$ cat config.mk
export PLATFORM = sky130hd
export DESIGN_NAME = jpeg_header_scan_locator
export DESIGN_NICKNAME = d
export VERILOG_FILES = /design/src/hdl/jhsl_pkg.sv /design/src/hdl/jpeg_header_scan_locator.sv /design/src/hdl/jhsl_parser.sv
export SDC_FILE = /design/constraint.sdc
export NUM_CORES = 1
export LEC_CHECK = 0
export BUFFER_PORTS_ARGS = -buffer_cell sky130_fd_sc_hd__buf_2
export CORE_ASPECT_RATIO = 0.8
export CORE_MARGIN = 5
export CORE_UTILIZATION = 50
export DETAILED_ROUTE_END_ITERATION = 7
export PLACE_DENSITY_LB_ADDON = 0.12
export SLEW_MARGIN = 20
export SYNTH_ARGS = -nofsm -noshare
export SYNTH_HDL_FRONTEND = slang
export SYNTH_SLANG_ARGS = --single-unit
export TNS_END_PERCENT = 10
$ cat constraint.sdc
create_clock -name clk -period 7.45 [get_ports clk]
set_clock_uncertainty 0.15 [all_clocks]
set_input_delay 1.1175 -clock clk [delete_from_list [all_inputs] [get_ports clk]]
set_output_delay 1.1175 -clock clk [all_outputs]
set_load 0.05 [all_outputs]
$ cat src/hdl/jhsl_pkg.sv
`timescale 1ns / 1ps

package jhsl_pkg;

	localparam int COUNT_BITS = 24;
	localparam int FIELD_BITS = 24;
	localparam logic [32:0] FIELD_MAX = 33'h0_00FF_FFFF;

	localparam logic [7:0] MK_PREFIX = 8'hFF;
	localparam logic [7:0] MK_SOI    = 8'hD8;
	localparam logic [7:0] MK_APP0   = 8'hE0;
	localparam logic [7:0] MK_DQT    = 8'hDB;
	localparam logic [7:0] MK_SOF0   = 8'hC0;
	localparam logic [7:0] MK_DHT    = 8'hC4;
	localparam logic [7:0] MK_SOS    = 8'hDA;

	typedef enum logic [3:0] {
		PH_SOI0 = 4'd0,
		PH_SOI1 = 4'd1,
		PH_MK0  = 4'd2,
		PH_MK1  = 4'd3,
		PH_LENH = 4'd4,
		PH_LENL = 4'd5,
		PH_BODY = 4'd6,
		PH_SCAN = 4'd7,
		PH_HALT = 4'd8
	} phase_t;

	typedef enum logic [2:0] {
		KIND_NONE = 3'd0,
		KIND_APP0 = 3'd1,
		KIND_DQT  = 3'd2,
		KIND_SOF  = 3'd3,
		KIND_DHT  = 3'd4,
		KIND_SOS  = 3'd5
	} kind_t;

	typedef enum logic [1:0] {
		ST_OK    = 2'd0,
		ST_ORDER = 2'd1,
		ST_TRUNC = 2'd2,
		ST_LEN   = 2'd3
	} status_t;

	typedef struct packed {
		status_t               status;
		logic [FIELD_BITS-1:0] scan_offset;
		logic [FIELD_BITS-1:0] scan_length;
		logic [15:0]           frame_width;
		logic [15:0]           frame_height;
	} result_t;

	// clamp a count (up to COUNT_BITS+1 bits) to the 24-bit result range
	function automatic logic [FIELD_BITS-1:0] sat_field(input logic [COUNT_BITS:0] v);
		logic [32:0] w;
		w = 33'(v);
		return (w > FIELD_MAX) ? {FIELD_BITS{1'b1}} : FIELD_BITS'(w);
	endfunction

endpackage

$ cat src/hdl/jpeg_header_scan_locator.sv
`timescale 1ns / 1ps

// JPEG header scan locator.
// Input channel: one image byte per beat (byte_in) with last_byte on the
// final byte. The parser walks SOI, optional APP0, DQT(s), SOF0, DHT(s)
// and SOS, skipping segment bodies and grabbing height/width from SOF0.
// Output channel: exactly one result beat per image, issued for the beat
// that carries last_byte: status, scan_offset, scan_length,
// frame_width, frame_height (all four zero unless status is ok).
// Throughput: one byte per cycle, except while a last byte waits behind
// a held result. The per-byte parse update is combinational logic
// between the input register and the state/result registers.
// Result path: the last beat lands in the input register when accepted
// and is parsed into the result register when it advances, which raises
// out_valid; a held result can keep it waiting in the input register.
// Stall: a held result (out_stall high) only blocks a further last byte;
// ordinary header/scan bytes keep flowing into the parser meanwhile.
// Reset (arst_n low, async) empties both registers and puts the parser at
// the start of an image; it also returns there after every result.
module jpeg_header_scan_locator (
	input  logic        clk,
	input  logic        arst_n,
	input  logic        in_valid,
	output logic        in_stall,
	input  logic [7:0]  byte_in,
	input  logic        last_byte,
	output logic        out_valid,
	input  logic        out_stall,
	output logic [1:0]  status,
	output logic [23:0] scan_offset,
	output logic [23:0] scan_length,
	output logic [15:0] frame_width,
	output logic [15:0] frame_height
);
	import jhsl_pkg::*;

	logic       valid_s1;
	logic [7:0] byte_s1;
	logic       last_s1;

	logic       out_valid_q;
	result_t    res_q;
	result_t    res_now;

	logic       out_free;
	logic       advance;
	logic       accept;

	// output slot is free if empty or being drained this cycle
	assign out_free = !out_valid_q || !out_stall;
	// a byte without last_byte makes no result, so it never waits
	assign advance  = valid_s1 && (!last_s1 || out_free);
	assign in_stall = valid_s1 && !advance;
	assign accept   = in_valid && !in_stall;

	jhsl_parser u_parser (
		.clk       (clk),
		.arst_n    (arst_n),
		.step      (advance),
		.byte_in   (byte_s1),
		.last_byte (last_s1),
		.result    (res_now)
	);

	// input register
	always_ff @(posedge clk or negedge arst_n) begin
		if (!arst_n) begin
			valid_s1 <= 1'b0;
		end else if (accept) begin
			valid_s1 <= 1'b1;
		end else if (advance) begin
			valid_s1 <= 1'b0;
		end
	end

	always_ff @(posedge clk) begin
		if (accept) begin
			byte_s1 <= byte_in;
			last_s1 <= last_byte;
		end
	end

	// result register
	always_ff @(posedge clk or negedge arst_n) begin
		if (!arst_n) begin
			out_valid_q <= 1'b0;
		end else if (advance && last_s1) begin
			out_valid_q <= 1'b1;
		end else if (!out_stall) begin
			out_valid_q <= 1'b0;
		end
	end

	always_ff @(posedge clk) begin
		if (advance && last_s1) begin
			res_q <= res_now;
		end
	end

	assign out_valid    = out_valid_q;
	assign status       = res_q.status;
	assign scan_offset  = res_q.scan_offset;
	assign scan_length  = res_q.scan_length;
	assign frame_width  = res_q.frame_width;
	assign frame_height = res_q.frame_height;

endmodule

$ cat src/hdl/jhsl_parser.sv
`timescale 1ns / 1ps

module jhsl_parser (
	input  logic              clk,
	input  logic              arst_n,
	input  logic              step,
	input  logic [7:0]        byte_in,
	input  logic              last_byte,
	output jhsl_pkg::result_t result
);
	import jhsl_pkg::*;

	phase_t                phase_q, phase_d;
	kind_t                 kind_q, kind_d;
	status_t               error_q, error_d;
	logic [COUNT_BITS-1:0] count_q;
	logic [COUNT_BITS-1:0] found_q, found_d;
	logic [15:0]           remain_q, remain_d;
	logic [7:0]            len_high_q, len_high_d;
	logic                  seen_dqt_q, seen_dqt_d;
	logic                  seen_dht_q, seen_dht_d;
	logic [15:0]           width_q, width_d;
	logic [15:0]           height_q, height_d;
	logic [2:0]            sof_pos_q, sof_pos_d;

	logic [COUNT_BITS:0]   count_inc;
	logic [COUNT_BITS-1:0] count_sat;
	logic [15:0]           seg_len;
	logic [15:0]           remain_dec;
	logic                  mk_ok;
	kind_t                 mk_kind;
	logic                  seg_done;

	assign count_inc = {1'b0, count_q} + {{COUNT_BITS{1'b0}}, 1'b1};
	assign count_sat = count_inc[COUNT_BITS] ? {COUNT_BITS{1'b1}}
		: count_inc[COUNT_BITS-1:0];
	assign seg_len   = {len_high_q, byte_in};
	assign remain_dec = (remain_q != 16'd0) ? remain_q - 16'd1 : remain_q;

	// marker legality against the previous segment kind
	always_comb begin
		mk_ok   = 1'b0;
		mk_kind = KIND_NONE;
		case (byte_in)
			MK_APP0: begin
				mk_ok   = (kind_q == KIND_NONE);
				mk_kind = KIND_APP0;
			end
			MK_DQT: begin
				mk_ok   = (kind_q == KIND_NONE) || (kind_q == KIND_APP0)
					|| (kind_q == KIND_DQT);
				mk_kind = KIND_DQT;
			end
			MK_SOF0: begin
				mk_ok   = (kind_q == KIND_DQT) && seen_dqt_q;
				mk_kind = KIND_SOF;
			end
			MK_DHT: begin
				mk_ok   = (kind_q == KIND_SOF) || (kind_q == KIND_DHT);
				mk_kind = KIND_DHT;
			end
			MK_SOS: begin
				mk_ok   = (kind_q == KIND_DHT) && seen_dht_q;
				mk_kind = KIND_SOS;
			end
			default: begin
				mk_ok   = 1'b0;
				mk_kind = KIND_NONE;
			end
		endcase
	end

	always_comb begin
		phase_d    = phase_q;
		kind_d     = kind_q;
		error_d    = error_q;
		found_d    = found_q;
		remain_d   = remain_q;
		len_high_d = len_high_q;
		seen_dqt_d = seen_dqt_q;
		seen_dht_d = seen_dht_q;
		width_d    = width_q;
		height_d   = height_q;
		sof_pos_d  = sof_pos_q;
		seg_done   = 1'b0;

		unique case (phase_q)
			PH_SOI0: begin
				if (byte_in == MK_PREFIX) begin
					phase_d = PH_SOI1;
				end else begin
					phase_d = PH_HALT;
					error_d = ST_ORDER;
				end
			end
			PH_SOI1: begin
				if (byte_in == MK_SOI) begin
					phase_d = PH_MK0;
				end else begin
					phase_d = PH_HALT;
					error_d = ST_ORDER;
				end
			end
			PH_MK0: begin
				if (byte_in == MK_PREFIX) begin
					phase_d = PH_MK1;
				end else begin
					phase_d = PH_HALT;
					error_d = ST_ORDER;
				end
			end
			PH_MK1: begin
				if (mk_ok) begin
					kind_d    = mk_kind;
					sof_pos_d = 3'd0;
					phase_d   = PH_LENH;
					if (mk_kind == KIND_DQT) seen_dqt_d = 1'b1;
					if (mk_kind == KIND_DHT) seen_dht_d = 1'b1;
				end else begin
					phase_d = PH_HALT;
					error_d = ST_ORDER;
				end
			end
			PH_LENH: begin
				len_high_d = byte_in;
				phase_d    = PH_LENL;
			end
			PH_LENL: begin
				if (seg_len < 16'd2) begin
					phase_d = PH_HALT;
					error_d = ST_LEN;
				end else begin
					remain_d = seg_len - 16'd2;
					if (seg_len == 16'd2) seg_done = 1'b1;
					else phase_d = PH_BODY;
				end
			end
			PH_BODY: begin
				if (kind_q == KIND_SOF) begin
					case (sof_pos_q)
						3'd1:    height_d = {byte_in, height_q[7:0]};
						3'd2:    height_d = {height_q[15:8], byte_in};
						3'd3:    width_d  = {byte_in, width_q[7:0]};
						3'd4:    width_d  = {width_q[15:8], byte_in};
						default: ;
					endcase
					if (sof_pos_q != 3'd7) sof_pos_d = sof_pos_q + 3'd1;
				end
				remain_d = remain_dec;
				if (remain_dec == 16'd0) seg_done = 1'b1;
			end
			PH_SCAN, PH_HALT: ;
			default: ;
		endcase

		if (seg_done) begin
			if (kind_q == KIND_SOS) begin
				found_d = count_sat;
				phase_d = PH_SCAN;
			end else begin
				phase_d = PH_MK0;
			end
		end
	end

	// result from the state as it stands after this byte
	always_comb begin
		result = '0;
		if (error_d != ST_OK) begin
			result.status = error_d;
		end else if (phase_d == PH_SCAN) begin
			result.status       = ST_OK;
			result.scan_offset  = sat_field({1'b0, found_d});
			result.scan_length  = sat_field(count_inc - {1'b0, found_d});
			result.frame_width  = width_d;
			result.frame_height = height_d;
		end else begin
			result.status = ST_TRUNC;
		end
	end

	always_ff @(posedge clk or negedge arst_n) begin
		if (!arst_n) begin
			phase_q    <= PH_SOI0;
			kind_q     <= KIND_NONE;
			error_q    <= ST_OK;
			count_q    <= '0;
			found_q    <= '0;
			remain_q   <= '0;
			len_high_q <= '0;
			seen_dqt_q <= 1'b0;
			seen_dht_q <= 1'b0;
			width_q    <= '0;
			height_q   <= '0;
			sof_pos_q  <= '0;
		end else if (step) begin
			if (last_byte) begin
				phase_q    <= PH_SOI0;
				kind_q     <= KIND_NONE;
				error_q    <= ST_OK;
				count_q    <= '0;
				found_q    <= '0;
				remain_q   <= '0;
				len_high_q <= '0;
				seen_dqt_q <= 1'b0;
				seen_dht_q <= 1'b0;
				width_q    <= '0;
				height_q   <= '0;
				sof_pos_q  <= '0;
			end else begin
				phase_q    <= phase_d;
				kind_q     <= kind_d;
				error_q    <= error_d;
				count_q    <= count_sat;
				found_q    <= found_d;
				remain_q   <= remain_d;
				len_high_q <= len_high_d;
				seen_dqt_q <= seen_dqt_d;
				seen_dht_q <= seen_dht_d;
				width_q    <= width_d;
				height_q   <= height_d;
				sof_pos_q  <= sof_pos_d;
			end
		end
	end

endmodule

==> impl_metrics.toml <==
[placement]
place_congestion = 0.962
dp_hpwl_um = 22600
place_area_um2 = 12700
numPortBuffers = 96

[synthesis]
seq_area_frac_synth = 0.479
syn_inst = 1276
yosys.area_share.simple = 0.184
muxShareOfSynthArea = 0.00595
yosys_warnings = 0
avgSynthCellArea_um2 = 9.39
ys_ff_latch = 211
synth_top_flop_cell = "dfrtp_1"
synth-xor-area-share = 0.0493
ys_types = 81
synth_compound_area_frac = 0.213
synth_edf_count = 91
synthAdderAreaFrac = 0.0345
synth_top_family_by_area = "compound AO/OA/AOI/OAI gates"
synth.net_count = 1319
synth_async_sr_flop_share = 0.569
syn_area_um2 = 12000

[clock_network]
holdBufCountCts = 0
cts_tree = "yes"
cts-root-buf = "clkbuf_16"
ctsHtreeMaxLevel = 1
clock_latency_ns = 0.53
numCtsBuffers = 23
clockBufferDepth = 3
path_clk_slew_ns = 0.06
numClockSinks = 211

[detailed_routing]
wl_um = 33600
final_antenna_net_count = 0
wl_per_cell_um = 20.1
drtPass1Iterations = 5
drc = 0
vias_per_cell = 6.09
drt_iter0_drc = 1089
vias = 10200

[floorplan]
fp.dieH_um = 148
pin_count = 97
die-width_um = 183
die_area_um2 = 27200
start_util = 0.509
core.rowCount = 50
core_um2 = 23500

[timing]
drv_slew = 0
min_period_ns = 7.00
timing.final.hold_violations = 0
maxSlewHeadroom = 0.263
min_period_over_period = 0.940
setup_violations = 0
max_freq_ghz = 0.143
worstMarginPinSlew_ns = 1.10

[worst_setup_path]
worstPathRequired_ns = 7.54
worstSetupEndpoint = "scan_length[21]$_SDFFCE_PP0P_"
crit_fanout = 9
worstSetupEndpointType = "flop"
crit_start = "u_parser.remain_q[0]$_DFFE_PN0P_"
r2r_slack_ns = 0.45
r2r-start = "u_parser.remain_q[0]$_DFFE_PN0P_"
arrival_ns = 7.09
regToRegEndpoint = "scan_length[21]$_SDFFCE_PP0P_"
startpoint_type = "flop"
critPathKind = "flop to flop"
r2r_cells = 22

[layout]
area_growth_pct = 13.4
n_antenna_cell = 0
multi_input_area_um2 = 5870
seq_area_um2 = 5740
fill_cells = 2134
nets = 1387
drive_gt1_frac = 0.157
design_area_um2 = 13600
fin_util = 0.577

[power]
peakVddDrop_mv = 0.163
p_per_area_nw_per_um2 = 209
p_leak_nw = 5.58
power_mw = 2.83

[global_route]
antenna_found_initial = 0
grt_pass1_wl_um = 54200
grt_pass1_vias = 9866
gr-total-overflow = 0
grt_max_degree = 81
grt.total_usage = 0.244

[run]
max_cap_viol_count = 0

[min_path]
hold_class = "flop to flop"

[run_status]
status = "completed"
flip-flops by register name, indices dropped and copies added (netlist names), 24 cells and up:
name	flops
u_parser.count_q	24
scan_offset	24
scan_length	24
u_parser.found_q	24
layout by cell type (no fill, tap or decap), drive strengths merged, types with 32 or more instances in the layout:
master	synthesis	final
buf	7	116
nor2	154	154
o21ai	152	152
nand2	138	138
edfxtp	91	91
dfrtp	120	120
xnor2	34	34
a21oi	92	92
a22oi	49	49
nor3	32	32
final cells by class:
class | instances | share of cell area
tap | 312 | 0.0288
multi-input combinational | 962 | 0.432
clock buffer | 30 | 0.0497
clock inverter | 12 | 0.0111
sequential | 211 | 0.422
timing repair buffer | 116 | 0.0476
inverter | 30 | 0.00839
logic make-up (layout without fill, tap and decap cells):
kind of cell,after synthesis,after routing
and+or+nand+nor,467,467
AOI/OAI and AO/OA,390,390
DFF,211,211
buffers and inverters,103,188
xor gates and xnor gates,65,65
adders and majority gates,33,33
muxes,7,7
Yosys cell counts (3+ instances only):
master	count	area, um2
a31oi_1	9	56.3
o21a_1	5	37.5
xnor2_1	33	289
o211ai_1	5	37.5
clkbuf_1	66	248
nor4b_1	3	26.3
inv_1	30	113
nor3_1	31	155
o22ai_1	4	25.0
a22o_1	29	254
nor2b_1	6	37.5
or3_1	12	75.1
mux2i_1	6	60.1
o31ai_1	3	22.5
or4_1	6	45.0
and2_1	11	68.8
dfrtp_1	120	3000
buf_6	3	33.8
nor4_1	13	81.3
xor2_1	30	263
a21oi_2	20	175
o21ai_0	150	751
nand4_1	13	81.3
nand2b_1	13	81.3
a21o_1	10	75.1
edfxtp_1	91	2730
maj3_1	3	30.0
ha_1	29	363
a21oi_1	72	360
o41ai_1	3	26.3
nand3_1	24	120
nand2_1	137	514
and3_1	17	106
a22oi_1	49	368
or2_2	7	43.8
a211oi_1	5	37.5
nor2_1	154	578
how the worst min path moves through the flow:
stage,startpoint,end,cells past startpoint
finish,u_parser.found_q[20]$_DFFE_PN0P_,u_parser.found_q[20]$_DFFE_PN0P_,2
global route,u_parser.found_q[20]$_DFFE_PN0P_,u_parser.found_q[20]$_DFFE_PN0P_,2
CTS,u_parser.found_q[16]$_DFFE_PN0P_,u_parser.found_q[16]$_DFFE_PN0P_,2
detailed placement,u_parser.found_q[16]$_DFFE_PN0P_,u_parser.found_q[16]$_DFFE_PN0P_,2
global placement,u_parser.found_q[14]$_DFFE_PN0P_,u_parser.found_q[14]$_DFFE_PN0P_,2
floorplan,u_parser.found_q[11]$_DFFE_PN0P_,u_parser.found_q[11]$_DFFE_PN0P_,2
critical path: stages (launching register included):
cell,delay (ns)
dfrtp_1,0.41
inv_1,0.14
ha_1,0.27
nor3b_2,0.40
nand4_2,0.34
or4_1,0.64
o2111ai_2,0.21
o41a_1,0.41
nor2_2,0.11
o21ai_0,0.45
ha_1,0.32
a21o_1,0.15
a21oi_1,0.24
maj3_1,0.22
a21boi_0,0.18
a31oi_1,0.22
a21oi_1,0.12
nor4_2,0.37
a2bb2oi_1,0.47
a22oi_1,0.23
a311oi_1,0.36
xor2_1,0.21
a21oi_2,0.07
metrics by stage:
step	setup WS [ns]	instances	hold WS [ns]	TNS [ns]
after CTS	0.368	1669	0.331	0
final	0.447	1673	0.326	0
after global routing	-0.00562	1673	0.357	-0.00798
after global placement	0.659	1627	0.307	0
after detailed placement	0.381	1627	0.315	0
after floorplan	1.09	1276	0.295	0
per-layer routing:
layer | global-route usage | up-vias | part of all wire
li1 | - | 4768 | -
met1 | 0.383 | 4994 | 0.49
met2 | 0.354 | 387 | 0.42
met3 | 0.0411 | 45 | 0.065
met4 | 0.0499 | 0 | 0.019
met5 | 0 | - | 0
power by group:
part	switching, mW	internal, mW
combinational	0.240	0.0987
sequential	0.0218	1.24
clock	0.484	0.747
total	0.745	2.09
what timing repair did:
item	in CTS	in global routing
buffers inserted	0	4
setup endpoints to repair	0	24
gates resized for setup	0	2
No activity file was read; power rests on OpenSTA's default activity.
